==> src/rtl/temperature_alarm_with_serial_setpoints_top_macros.svh <==
// Assertion macros shared by the temperature alarm RTL.
`ifndef TEMPERATURE_ALARM_WITH_SERIAL_SETPOINTS_TOP_MACROS_SVH
`define TEMPERATURE_ALARM_WITH_SERIAL_SETPOINTS_TOP_MACROS_SVH

// Same-cycle implication, checked on every clock edge outside reset.
`define TMPAL_ASSERT_NOW(lbl, ante, cons, msg) \
    lbl: assert property (@(posedge i_clk) disable iff (!i_rst_n) \
        (ante) |-> (cons)) else $error(msg);

// Next-cycle implication, checked on every clock edge outside reset.
`define TMPAL_ASSERT_NEXT(lbl, ante, cons, msg) \
    lbl: assert property (@(posedge i_clk) disable iff (!i_rst_n) \
        (ante) |=> (cons)) else $error(msg);

`endif

==> src/rtl/tmpal_pkg.sv <==
// Shared types, codes and constants of the temperature alarm.
package tmpal_pkg;

    // Parameter defaults.
    localparam int REPORT_TICKS_DEF = 5;
    localparam int ADC_BITS_DEF     = 12;

    // Field widths fixed by the interface.
    localparam int TEMP_W  = 9;
    localparam int VALUE_W = 16;
    localparam int DUTY_W  = 7;
    localparam int BYTE_W  = 8;

    // Scaling and parsing constants.
    localparam logic [TEMP_W-1:0]  FULL_SCALE_DEG = 9'd330;
    localparam logic [VALUE_W-1:0] ASCII_ZERO     = 16'd48;
    localparam logic [VALUE_W-1:0] DUTY_MAX       = 16'd100;
    localparam logic [VALUE_W-1:0] LOW_THR_RESET  = 16'd100;
    localparam logic [VALUE_W-1:0] HIGH_THR_RESET = 16'd200;

    // Command letters.
    localparam logic [BYTE_W-1:0] CHAR_Q = 8'h71;
    localparam logic [BYTE_W-1:0] CHAR_W = 8'h77;
    localparam logic [BYTE_W-1:0] CHAR_X = 8'h78;
    localparam logic [BYTE_W-1:0] CHAR_N = 8'h6E;

    typedef enum logic {
        EV_TICK = 1'b0,
        EV_BYTE = 1'b1
    } t_event;

    typedef enum logic [1:0] {
        LVL_WITHIN  = 2'd0,
        LVL_BELOW   = 2'd1,
        LVL_ABOVE   = 2'd2,
        LVL_NO_TICK = 2'd3
    } t_level;

    typedef enum logic [2:0] {
        CMD_NONE     = 3'd0,
        CMD_DUTY_Q   = 3'd1,
        CMD_DUTY_W   = 3'd2,
        CMD_REJECTED = 3'd3,
        CMD_HIGH_SET = 3'd4,
        CMD_LOW_SET  = 3'd5
    } t_cmd_code;

    // Outcome of one serial byte, with the state it leaves behind.
    typedef struct packed {
        t_cmd_code          code;
        logic [VALUE_W-1:0] value;
        logic [DUTY_W-1:0]  duty;
        logic               ind;
    } t_cmd_res;

endpackage

==> src/rtl/tmpal_scale.sv <==
// Converts a raw converter reading to whole degrees.
module tmpal_scale
    import tmpal_pkg::*;
#(
    parameter int ADC_BITS = ADC_BITS_DEF
) (
    input  logic [ADC_BITS-1:0] i_sample,
    output logic [TEMP_W-1:0]   o_temperature
);

    localparam int PROD_W = ADC_BITS + TEMP_W;
    localparam int REM_W  = ADC_BITS + 2;
    localparam logic [REM_W-1:0] FULL_CODE  = REM_W'((1 << ADC_BITS) - 1);
    localparam logic [REM_W-1:0] FULL_CODE2 = REM_W'(2 * ((1 << ADC_BITS) - 1));

    logic [PROD_W-1:0] product;
    logic [TEMP_W-1:0] quot_hi;
    logic [REM_W-1:0]  rem_sum;
    logic [1:0]        quot_fix;

    // Divide by (2^N - 1): p = q0*2^N + m gives p/(2^N-1) = q0 + (q0+m)/(2^N-1),
    // and the second term is below three, so two compares finish it.
    always_comb begin
        product  = PROD_W'(i_sample) * PROD_W'(FULL_SCALE_DEG);
        quot_hi  = product[PROD_W-1:ADC_BITS];
        rem_sum  = REM_W'(product[ADC_BITS-1:0]) + REM_W'(quot_hi);
        if (rem_sum >= FULL_CODE2) begin
            quot_fix = 2'd2;
        end else if (rem_sum >= FULL_CODE) begin
            quot_fix = 2'd1;
        end else begin
            quot_fix = 2'd0;
        end
        o_temperature = quot_hi + TEMP_W'(quot_fix);
    end

endmodule

==> src/rtl/tmpal_cmd.sv <==
// Serial command parser holding the accumulator, thresholds, duty and indicator.
module tmpal_cmd
    import tmpal_pkg::*;
(
    input  logic               i_clk,
    input  logic               i_rst_n,
    input  logic               i_update,
    input  logic [BYTE_W-1:0]  i_rx_byte,
    output t_cmd_res           o_res,
    output logic [VALUE_W-1:0] o_low_thr,
    output logic [VALUE_W-1:0] o_high_thr
);

    logic [VALUE_W-1:0] r_acc,  n_acc;
    logic [VALUE_W-1:0] r_low,  n_low;
    logic [VALUE_W-1:0] r_high, n_high;
    logic [DUTY_W-1:0]  r_duty, n_duty;
    logic               r_ind,  n_ind;
    logic [VALUE_W-1:0] acc_times10;

    // Decode the byte and work out the state it leaves.
    always_comb begin
        acc_times10 = (r_acc << 3) + (r_acc << 1);
        n_acc       = '0;
        n_low       = r_low;
        n_high      = r_high;
        n_duty      = r_duty;
        n_ind       = r_ind;
        o_res.code  = CMD_NONE;
        o_res.value = '0;
        case (i_rx_byte)
            CHAR_Q, CHAR_W: begin
                o_res.value = r_acc;
                if (r_acc <= DUTY_MAX) begin
                    n_duty     = r_acc[DUTY_W-1:0];
                    o_res.code = (i_rx_byte == CHAR_Q) ? CMD_DUTY_Q : CMD_DUTY_W;
                end else begin
                    o_res.code = CMD_REJECTED;
                end
            end
            CHAR_X: begin
                n_ind       = ~r_ind;
                n_high      = r_acc;
                o_res.value = r_acc;
                o_res.code  = CMD_HIGH_SET;
            end
            CHAR_N: begin
                n_low       = r_acc;
                o_res.value = r_acc;
                o_res.code  = CMD_LOW_SET;
            end
            default: begin
                // Any other byte is folded in as a digit, wrapping at 16 bits.
                n_acc = acc_times10 + VALUE_W'(i_rx_byte) - ASCII_ZERO;
            end
        endcase
        // A tick item leaves duty and indicator as they are, whatever its byte field holds.
        o_res.duty = i_update ? n_duty : r_duty;
        o_res.ind  = i_update ? n_ind : r_ind;
    end

    // Commit the new state when the byte item moves to the result stage.
    always_ff @(posedge i_clk) begin
        if (!i_rst_n) begin
            r_acc  <= '0;
            r_low  <= LOW_THR_RESET;
            r_high <= HIGH_THR_RESET;
            r_duty <= '0;
            r_ind  <= 1'b0;
        end else if (i_update) begin
            r_acc  <= n_acc;
            r_low  <= n_low;
            r_high <= n_high;
            r_duty <= n_duty;
            r_ind  <= n_ind;
        end
    end

    assign o_low_thr  = r_low;
    assign o_high_thr = r_high;

endmodule

==> src/rtl/temperature_alarm_with_serial_setpoints_top.sv <==
// Top level of the temperature alarm with serial setpoints.
//
//  Channel | Direction | Handshake                    | Payload
//  --------+-----------+------------------------------+------------------------------------
//  in      | input     | i_in_valid / o_in_stall      | i_cmd, i_adc_sample, i_rx_byte
//  out     | output    | o_out_valid / i_out_stall    | o_level, o_temperature, o_report_due,
//          |           |                              | o_cmd_result, o_cmd_value,
//          |           |                              | o_duty_out, o_indicator
//
// One item per cycle sustained while the output is not stalled; an item sits in the input register
// after its accepting edge and then in the result register, with the scaling and command decode between.
// Reset is synchronous and active low; it clears the valids, tick count and parser state.
// A stall on the output holds the result register and then the input register; o_in_stall
// rises only while both registers are full.
module temperature_alarm_with_serial_setpoints_top
    import tmpal_pkg::*;
#(
    parameter int REPORT_TICKS = REPORT_TICKS_DEF,
    parameter int ADC_BITS     = ADC_BITS_DEF
) (
    input  logic                i_clk,
    input  logic                i_rst_n,
    input  logic                i_in_valid,
    output logic                o_in_stall,
    input  logic                i_cmd,
    input  logic [ADC_BITS-1:0] i_adc_sample,
    input  logic [BYTE_W-1:0]   i_rx_byte,
    output logic                o_out_valid,
    input  logic                i_out_stall,
    output logic [1:0]          o_level,
    output logic [TEMP_W-1:0]   o_temperature,
    output logic                o_report_due,
    output logic [2:0]          o_cmd_result,
    output logic [VALUE_W-1:0]  o_cmd_value,
    output logic [DUTY_W-1:0]   o_duty_out,
    output logic                o_indicator
);

    `include "temperature_alarm_with_serial_setpoints_top_macros.svh"

    localparam int CNT_W = (REPORT_TICKS > 1) ? $clog2(REPORT_TICKS) : 1;
    localparam logic [CNT_W-1:0] CNT_LAST = CNT_W'(REPORT_TICKS - 1);

    // Input register.
    logic                r_in_valid;
    t_event              r_in_cmd;
    logic [ADC_BITS-1:0] r_in_sample;
    logic [BYTE_W-1:0]   r_in_byte;

    // Result register.
    logic                r_out_valid;
    t_level              r_level;
    logic [TEMP_W-1:0]   r_temperature;
    logic                r_report;
    t_cmd_code           r_cmd_result;
    logic [VALUE_W-1:0]  r_cmd_value;
    logic [DUTY_W-1:0]   r_duty;
    logic                r_ind;

    logic [CNT_W-1:0]    r_tick_cnt, n_tick_cnt;

    logic                advance;
    logic                fire;
    logic                byte_update;
    logic [TEMP_W-1:0]   temp_scaled;
    t_cmd_res            cmd_res;
    logic [VALUE_W-1:0]  low_thr;
    logic [VALUE_W-1:0]  high_thr;

    t_level              n_level;
    logic [TEMP_W-1:0]   n_temperature;
    logic                n_report;
    t_cmd_code           n_cmd_result;
    logic [VALUE_W-1:0]  n_cmd_value;

    // Pipeline flow control.
    assign advance     = !r_out_valid || !i_out_stall;
    assign fire        = r_in_valid && advance;
    assign byte_update = fire && (r_in_cmd == EV_BYTE);
    assign o_in_stall  = r_in_valid && !advance;

    tmpal_scale #(
        .ADC_BITS (ADC_BITS)
    ) u_scale (
        .i_sample      (r_in_sample),
        .o_temperature (temp_scaled)
    );

    tmpal_cmd u_cmd (
        .i_clk      (i_clk),
        .i_rst_n    (i_rst_n),
        .i_update   (byte_update),
        .i_rx_byte  (r_in_byte),
        .o_res      (cmd_res),
        .o_low_thr  (low_thr),
        .o_high_thr (high_thr)
    );

    // Result fields for the item in the input register.
    always_comb begin
        n_level       = LVL_NO_TICK;
        n_temperature = '0;
        n_report      = 1'b0;
        n_cmd_result  = CMD_NONE;
        n_cmd_value   = '0;
        n_tick_cnt    = r_tick_cnt;
        if (r_in_cmd == EV_TICK) begin
            n_temperature = temp_scaled;
            if (VALUE_W'(temp_scaled) < low_thr) begin
                n_level = LVL_BELOW;
            end else if (VALUE_W'(temp_scaled) > high_thr) begin
                n_level = LVL_ABOVE;
            end else begin
                n_level = LVL_WITHIN;
            end
            if (r_tick_cnt == CNT_LAST) begin
                n_report   = 1'b1;
                n_tick_cnt = '0;
            end else begin
                n_tick_cnt = r_tick_cnt + 1'b1;
            end
        end else begin
            n_cmd_result = cmd_res.code;
            n_cmd_value  = cmd_res.value;
        end
    end

    // Input register control.
    always_ff @(posedge i_clk) begin
        if (!i_rst_n) begin
            r_in_valid <= 1'b0;
        end else if (!r_in_valid || advance) begin
            r_in_valid <= i_in_valid;
        end
    end

    // Input register payload.
    always_ff @(posedge i_clk) begin
        if (i_in_valid && !o_in_stall) begin
            r_in_cmd    <= t_event'(i_cmd);
            r_in_sample <= i_adc_sample;
            r_in_byte   <= i_rx_byte;
        end
    end

    // Result valid and tick counter.
    always_ff @(posedge i_clk) begin
        if (!i_rst_n) begin
            r_out_valid <= 1'b0;
            r_tick_cnt  <= '0;
        end else begin
            if (advance) begin
                r_out_valid <= r_in_valid;
            end
            if (fire) begin
                r_tick_cnt <= n_tick_cnt;
            end
        end
    end

    // Result payload; duty and indicator also show their value after a tick.
    always_ff @(posedge i_clk) begin
        if (fire) begin
            r_level       <= n_level;
            r_temperature <= n_temperature;
            r_report      <= n_report;
            r_cmd_result  <= n_cmd_result;
            r_cmd_value   <= n_cmd_value;
            r_duty        <= cmd_res.duty;
            r_ind         <= cmd_res.ind;
        end
    end

    assign o_out_valid   = r_out_valid;
    assign o_level       = r_level;
    assign o_temperature = r_temperature;
    assign o_report_due  = r_report;
    assign o_cmd_result  = r_cmd_result;
    assign o_cmd_value   = r_cmd_value;
    assign o_duty_out    = r_duty;
    assign o_indicator   = r_ind;

    // The input side is held only while both registers are full and the output is stalled.
    `TMPAL_ASSERT_NOW(a_stall_cause, o_in_stall, r_out_valid && i_out_stall && r_in_valid, "input stall without full pipeline")
    // A byte item carries no temperature or report.
    `TMPAL_ASSERT_NOW(a_byte_fields, r_out_valid && r_level == LVL_NO_TICK, r_temperature == '0 && !r_report, "byte item with tick fields")
    // A tick item carries no command outcome.
    `TMPAL_ASSERT_NOW(a_tick_fields, r_out_valid && r_level != LVL_NO_TICK, r_cmd_result == CMD_NONE && r_cmd_value == '0, "tick item with command fields")
    // Scaled temperature and applied duty stay within range.
    `TMPAL_ASSERT_NOW(a_ranges, r_out_valid, r_temperature <= FULL_SCALE_DEG && VALUE_W'(r_duty) <= DUTY_MAX, "result field out of range")
    // A duty that was not applied leaves the shown duty unchanged from the prior result.
    `TMPAL_ASSERT_NEXT(a_reject_hold, fire && r_in_cmd == EV_BYTE && cmd_res.code == CMD_REJECTED, r_duty == $past(cmd_res.duty), "rejected duty changed output")

endmodule

==> config.mk <==
export PLATFORM = sky130hd
export DESIGN_NAME = temperature_alarm_with_serial_setpoints_top
export DESIGN_NICKNAME = d
export VERILOG_FILES = /design/src/rtl/tmpal_pkg.sv /design/src/rtl/tmpal_scale.sv /design/src/rtl/tmpal_cmd.sv /design/src/rtl/temperature_alarm_with_serial_setpoints_top.sv
export VERILOG_INCLUDE_DIRS = /design/src /design/src/rtl
export SDC_FILE = /design/constraint.sdc
export NUM_CORES = 1
export LEC_CHECK = 0
export ABC_AREA = 0
export ABC_CLOCK_PERIOD_IN_PS = 8200
export BUFFER_PORTS_ARGS = -buffer_cell sky130_fd_sc_hd__buf_4
export CAP_MARGIN = 20
export CELL_PAD_IN_SITES_DETAIL_PLACEMENT = 0
export CELL_PAD_IN_SITES_GLOBAL_PLACEMENT = 2
export CORE_MARGIN = 3
export CORE_UTILIZATION = 41
export CTS_BUF_LIST = sky130_fd_sc_hd__clkbuf_4
export DETAILED_ROUTE_END_ITERATION = 8
export GPL_ROUTABILITY_DRIVEN = 0
export PLACE_DENSITY = 0.82
export SLEW_MARGIN = 20
export SYNTH_ARGS = -nofsm -noshare
export SYNTH_HDL_FRONTEND = slang
export SYNTH_HIERARCHICAL = 1
export SYNTH_SLANG_ARGS = --single-unit
export TNS_END_PERCENT = 20
==> constraint.sdc <==
create_clock -name i_clk -period 8.2 [get_ports i_clk]
set_input_delay 1.64 -clock i_clk [delete_from_list [all_inputs] [get_ports i_clk]]
set_output_delay 1.64 -clock i_clk [all_outputs]
set_load 0.03 [all_outputs]
==> flow_summary.toml, run 1 <==
[outcome]
status = "complete, no violations"

[floorplan]
core_sq_mm = 0.0198
dieArea_sq_mm = 0.0222
rows = 51
pin_count = 66
dieHeight_microns = 149
start_util_pct = 42.4
die_x_microns = 149

[drt]
drc = 0
ant_nets = 0
drtIter0Drc = 272
drt_wl_total_mm = 20.2
vias = 6390
wl_per_cell_microns = 16.6
dr.pass1.iters = 5
avgViaCountPerCell = 5.24

[cells_and_area]
n_fill_cell = 1856
drive_above_1_share_pct = 21.1
multi_input_area_sq_mm = 0.00519
final_area_sq_mm = 0.00992
areaGrowthSynthToFinish_pct = 18.4
final_util_pct = 50.2
regArea_sq_mm = 0.00302
fin_nets = 1104

[synth]
yosys.area.top_type_share_pct = 21.5
netlist_instances = 849
synth_seq_cells = 121
synth_common_cells = "ha_1 (117), inv_1 (99), nand2_1 (93), dfxtp_1 (61), edfxtp_1 (60)"
synth-async-reset-ratio_pct = 0
yosysMostFrequentCell = "ha_1"
synth_top_cell_by_area = "edfxtp_1"
synthTopCellsByArea = "edfxtp_1 (22%), ha_1 (17%), dfxtp_1 (15%)"
synth_nets = 1013
yosys_warnings = 6
syn_area_per_cell_sq_um = 9.87
synth_ff_type = "dfxtp_1"
ys_seq_area_share_pct = 36.1
synth_cell_type_count = 69
syn_area_sq_mm = 0.00838
synth_edf_count = 60

[timing]
max_slew.worst_pin.slew_ns = 0.878
clock_skew_ns = 0.0247
finalHoldViolCount = 0
finalSetupViolCount = 0
period_share_pct = 96.0
fmax_ghz = 0.127
setup_ws_ns = 0.327
period_needed_ns = 7.87
setup_tns_ns = 0
report.final.slew_viol_count = 0
slew_headroom_pct = 41.3

[grt]
antenna_found_initial = 1
grt_pass1_wl_mm = 32.5
overflow = 0
grt.total_usage_pct = 18.4
grt_max_degree = 59
grt_pass1_vias = 6459

[placement]
hpwl_mm = 15.4
dpl_cell_area_sq_mm = 0.00920
place_ws_ns = -0.210
port_buffers = 65

[clock_tree]
path_clk_slew_ns = 0.12
insertion_delay_ns = 0.53
clockBufferDepth = 2
cts_tree = "yes"
htreeDepth = 4
hold_buffers = 0
root_buffer = "clkbuf_4"
clock_sinks = 121
cts-buffers-inserted = 17

[job]
maxCapViolations = 0

[worst_setup_path]
cp-end-kind = "register"
critPathMaxFanout = 4
slowest_delay_ns = 0.51
cp_common_cell = "nand2_1"
worst_ep_arrival_time_ns = 8.15
reg2reg_setup_slack_ns = 0.33
r2r_cells = 32
regToRegEndpoint = "o_level[1]"
crit_required_ns = 8.48
path_class = "reg -> reg"
r2r_start = "r_in_sample[3]"
cp_slowest_cell = "fa_2"
start_kind = "register"
worstSetupStartpoint = "r_in_sample[3]"

[min_path]
holdPathEnd = "u_cmd/o_low_thr[12]"
hold_path_depth = 2
min_from = "u_cmd/o_low_thr[12]"
hold_path.class = "reg -> reg"

[pwr]
pwr-share-comb_pct = 58.7
power_density_mw_per_mm2 = 278
p_int_mw = 1.58
p_clk_share_pct = 15.8
max-vdd-ir-drop_mv = 0.121
p_leak_nw = 4.38
p_seq_share_pct = 25.5
switching_share_pct = 42.6
power.total_mw = 2.75
switchingPower_mw = 1.17
==> area by class of cell <==
cell class / instances / area share, %
inverters: 100 / 3.78
well taps: 265 / 3.34
clock inverters: 15 / 1.69
repair buffers: 94 / 7.11
diodes: 1 / 0.0252
flip-flops and latches: 121 / 30.5
clock buffers: 17 / 1.29
multi-input cells: 606 / 52.3
==> critical path, delay by kind of cell, from the launching register on <==
family / cells / cell delay, ns
compound gates: 9 / 1.31
xor+xnor: 2 / 0.38
fa+ha+maj: 10 / 3.46
buf+inv: 1 / 0.06
flops: 1 / 0.50
simple gates: 10 / 1.89
==> worst max-delay path by stage <==
stage | slack (ns) | end
finish | 0.33 | o_level[1]
detailed placement | -0.21 | o_level[1]
CTS | 0.04 | o_level[1]
global route | -0.01 | o_level[1]
floorplan | 0.59 | o_level[1]
global placement | 0.15 | o_level[1]
==> cells by family (layout without fill, tap and decap cells) <==
kind of cell	after synthesis	in the layout	share of synthesized area, %
and+or+nand+nor	247	247	15.7
AOI/OAI and AO/OA	166	166	13.7
adders and majority gates	139	139	22.7
buffers and inverters	122	226	5.62
DFF	121	121	36.1
xor gates and xnor gates	41	41	4.29
muxes	11	11	1.79
other	2	3	0.0896
==> placed cells by master (no fill, tap or decap), drive strengths merged, types with 3 or more instances in the layout <==
| cell | n |
|---|---|
| o21bai | 3 |
| nand3b | 5 |
| a211oi | 6 |
| buf | 94 |
| o211ai | 12 |
| xor2 | 16 |
| nor2b | 19 |
| o21a | 5 |
| edfxtp | 60 |
| nor2 | 20 |
| fa | 22 |
| ha | 117 |
| a211o | 3 |
| or3 | 3 |
| a31oi | 5 |
| mux2i | 3 |
| mux2 | 8 |
| and3 | 23 |
| and3b | 3 |
| o31ai | 3 |
| or4 | 3 |
| xnor2 | 25 |
| o21ai | 31 |
| a21o | 9 |
| nand2 | 93 |
| clkbuf | 17 |
| nand3 | 17 |
| clkinv | 7 |
| nand4 | 8 |
| inv | 105 |
| nor3 | 6 |
| o22ai | 6 |
| a21boi | 30 |
| dfxtp | 61 |
| a21oi | 35 |
| and2 | 36 |
==> per-layer routing <==
| layer | vias up | track usage (%) | part of all wire (%) |
|---|---|---|---|
| li1 | 3162 | - | - |
| met1 | 3080 | 23.2 | 45 |
| met3 | 28 | 3.62 | 3.2 |
| met2 | 120 | 32.2 | 50 |
| met4 | 0 | 5.08 | 1.5 |
| met5 | - | 0 | 0 |
==> sequential cells by signal, summed over array words and instances (netlist names) <==
| name | count |
|---|---|
| r_in_valid | 1 |
| r_in_sample | 12 |
| o_indicator | 1 |
| o_cmd_value | 16 |
| u_cmd/r_duty | 7 |
| r_in_byte | 8 |
| o_cmd_result | 3 |
| r_in_cmd | 1 |
| u_cmd/r_acc | 16 |
| u_cmd/o_low_thr | 16 |
| o_out_valid | 1 |
| o_report_due | 1 |
| u_cmd/r_ind | 1 |
| r_tick_cnt | 3 |
| u_cmd/o_high_thr | 16 |
| o_duty_out | 7 |
| o_temperature | 9 |
| o_level | 2 |
==> what timing repair did <==
action / 4_1_cts / 5_1_grt
endpoints found under the hold margin: 0 / 0
buffers inserted: 5 / 11
setup endpoints to repair: 2 / 2
gates resized for setup: 8 / 46
pin swaps: 2 / 16
==> per-stage QoR <==
step	std cells	hold WS, ns
6_report	1219	0.456
3_5_place_dp	1170	0.440
2_1_floorplan	849	0.430
3_3_place_gp	1170	0.437
5_1_grt	1219	0.475
4_1_cts	1207	0.455
==> power groups by stage <==
stage | registers [mW] | logic (mW) | clock network (mW)
floorplan | 0.739 | 0.969 | 0
global placement | 0.716 | 1.36 | 0
detailed placement | 0.718 | 1.37 | 0
CTS | 0.703 | 1.41 | 0.449
global route | 0.707 | 1.80 | 0.476
finish | 0.703 | 1.62 | 0.434
No activity file was read; power rests on OpenSTA's default activity.
==> run 2, diff against run 1 <==
--- a/config.mk
+++ b/config.mk
@@ -7,17 +7,17 @@
 export NUM_CORES = 1
 export LEC_CHECK = 0
 export ABC_AREA = 0
-export ABC_CLOCK_PERIOD_IN_PS = 8200
+export ABC_CLOCK_PERIOD_IN_PS = 6700
 export BUFFER_PORTS_ARGS = -buffer_cell sky130_fd_sc_hd__buf_4
 export CAP_MARGIN = 20
 export CELL_PAD_IN_SITES_DETAIL_PLACEMENT = 0
 export CELL_PAD_IN_SITES_GLOBAL_PLACEMENT = 2
 export CORE_MARGIN = 3
-export CORE_UTILIZATION = 41
+export CORE_UTILIZATION = 37
 export CTS_BUF_LIST = sky130_fd_sc_hd__clkbuf_4
 export DETAILED_ROUTE_END_ITERATION = 8
 export GPL_ROUTABILITY_DRIVEN = 0
-export PLACE_DENSITY = 0.82
+export PLACE_DENSITY = 0.78
 export SLEW_MARGIN = 20
 export SYNTH_ARGS = -nofsm -noshare
 export SYNTH_HDL_FRONTEND = slang
==> constraint.sdc (replaced) <==
create_clock -name i_clk -period 6.7 [get_ports i_clk]
set_input_delay 1.34 -clock i_clk [delete_from_list [all_inputs] [get_ports i_clk]]
set_output_delay 1.34 -clock i_clk [all_outputs]
set_load 0.03 [all_outputs]
==> run 2 against run 1 <==
Against the previous run: fmax increased by 4.9%; clock skew is 0.0048 ns higher; power increased by 30%; sequential power up 22%; the run now ends with negative setup slack left; sequential cell count unchanged; critical path type unchanged; critical endpoint unchanged; largest power group unchanged.
==> flow_summary.toml, run 2 (synthesized netlist as in run 1, its figures left out) <==
[outcome]
status = "finished with violations"
violations = "negative setup slack"

[drt]
drtIter0Drc = 222
dr.pass1.iters = 5
drt_wl_total_mm = 20.8
vias = 6395
drc = 0
avgViaCountPerCell = 4.92
wl_per_cell_microns = 16.0
ant_nets = 0

[grt]
grt.total_usage_pct = 17.7
grt_pass1_vias = 6460
grt_max_degree = 59
grt_pass1_wl_mm = 34.1
grt_use_met3_pct = 2.57
antenna_found_initial = 1
overflow = 0
met1_usage_pct = 24.5
top_usage_layer = "met2"
grt_use_met2_pct = 29.3

[floorplan]
die_x_microns = 156
start_util_pct = 38.0
dieHeight_microns = 156
rows = 54
dieArea_sq_mm = 0.0245
core_sq_mm = 0.0220
pin_count = 66

[clock_tree]
cts-buffers-inserted = 17
path_clk_slew_ns = 0.13
root_buffer = "clkbuf_4"
htreeDepth = 4
insertion_delay_ns = 0.54
cts_tree = "yes"
clockBufferDepth = 2
clock_sinks = 121
hold_buffers = 0

[cells_and_area]
final_util_pct = 47.5
final_common_cell = "buf_4"
fin_nets = 1171
areaGrowthSynthToFinish_pct = 24.8
n_fill_cell = 2140
drive_above_1_share_pct = 27.0
layout_common_cells = "buf_4 (161), ha_1 (104), inv_1 (94)"
instances_no_fill = 1301

[pwr]
power.total_mw = 3.58
power_density_mw_per_mm2 = 342
p_leak_nw = 4.70
max-vdd-ir-drop_mv = 0.127

[worst_setup_path]
worstSetupStartpoint = "r_in_sample[3]"
slowest_delay_ns = 0.53
r2r_cells = 32
cp-end-kind = "register"
cp_slowest_cell = "fa_1"
critPathMaxFanout = 4
path_class = "reg -> reg"
start_kind = "register"
worst_ep_arrival_time_ns = 7.79
crit_required_ns = 6.98
r2r_start = "r_in_sample[3]"

[timing]
period_share_pct = 112
setup_ws_ns = -0.806
clock_skew_ns = 0.0295
finalSetupViolCount = 4
grt_setup_unrepaired = "true"
finalHoldViolCount = 0
max_slew.worst_pin.slew_ns = 0.925
period_needed_ns = 7.51
report.final.slew_viol_count = 0
fmax_ghz = 0.133
setup_tns_ns = -1.71
slew_headroom_pct = 38.2

[placement]
hpwl_mm = 16.1
place_ws_ns = -0.927
port_buffers = 65
placed_cells = 1267

[min_path]
hold_path_depth = 2
min_from = "u_cmd/o_high_thr[8]"
hold_path.class = "reg -> reg"

[job]
maxCapViolations = 0
[run 2: cell count changes in the layout (fill, tap and decap cells not counted), moves of 3 or more]
cell,change
inv_1,-4
inv_2,+4
buf_4,+67
o21ai_1,+3
ha_4,+3
[run 2: final timing paths]
check / end / slack, ns
worst max-delay path: o_level[1] / -0.81
worst min-delay path: u_cmd/o_high_thr[8] / 0.46
worst max register to register: o_level[1] / -0.81
worst min register to register: u_cmd/o_high_thr[8] / 0.46
[run 2: per-layer routing]
metal	wire [microns]	vias up
met5	0	-
met4	218	0
met3	503	17
met2	9890	72
met1	10100	3013
li1	-	3293
[run 2: cell type report]
cell class | instances | area [sq um] | area share (%)
Multi-Input combinational cell | 606 | 5240 | 50.1
Sequential cell | 121 | 3020 | 28.9
Timing Repair Buffer | 161 | 1210 | 11.6
Inverter | 100 | 375 | 3.59
Tap cell | 280 | 350 | 3.35
Clock inverter | 15 | 131 | 1.26
Clock buffer | 17 | 128 | 1.22
Antenna cell | 1 | 2.50 | 0.0239
[run 2: where the power goes]
group	internal [mW]	switching, mW
clock	0.161	0.342
sequential	0.826	0.0324
combinational	1.08	1.13
[run 2: repair_timing]
item	CTS	global route
pin swaps	1	3
endpoints found under the setup margin	5	8
cloned	0	0
resized for setup	8	11
buffers inserted	0	1
[run 2: critical path: cells and delay by family, from the launching register on]
kind	cells	cell delay (ns)
xor+xnor	2	0.28
compound gates	9	1.30
buf+inv	1	0.04
flops	1	0.49
fa+ha+maj	10	3.29
simple gates	10	1.85
[run 2: through the flow]
| step | area [sq um] | hold slack [ns] |
|---|---|---|
| floorplan | 8630 | 0.430 |
| global placement | 10100 | 0.443 |
| detailed placement | 10100 | 0.445 |
| CTS | 10400 | 0.462 |
| global route | 10500 | 0.484 |
| finish | 10500 | 0.461 |
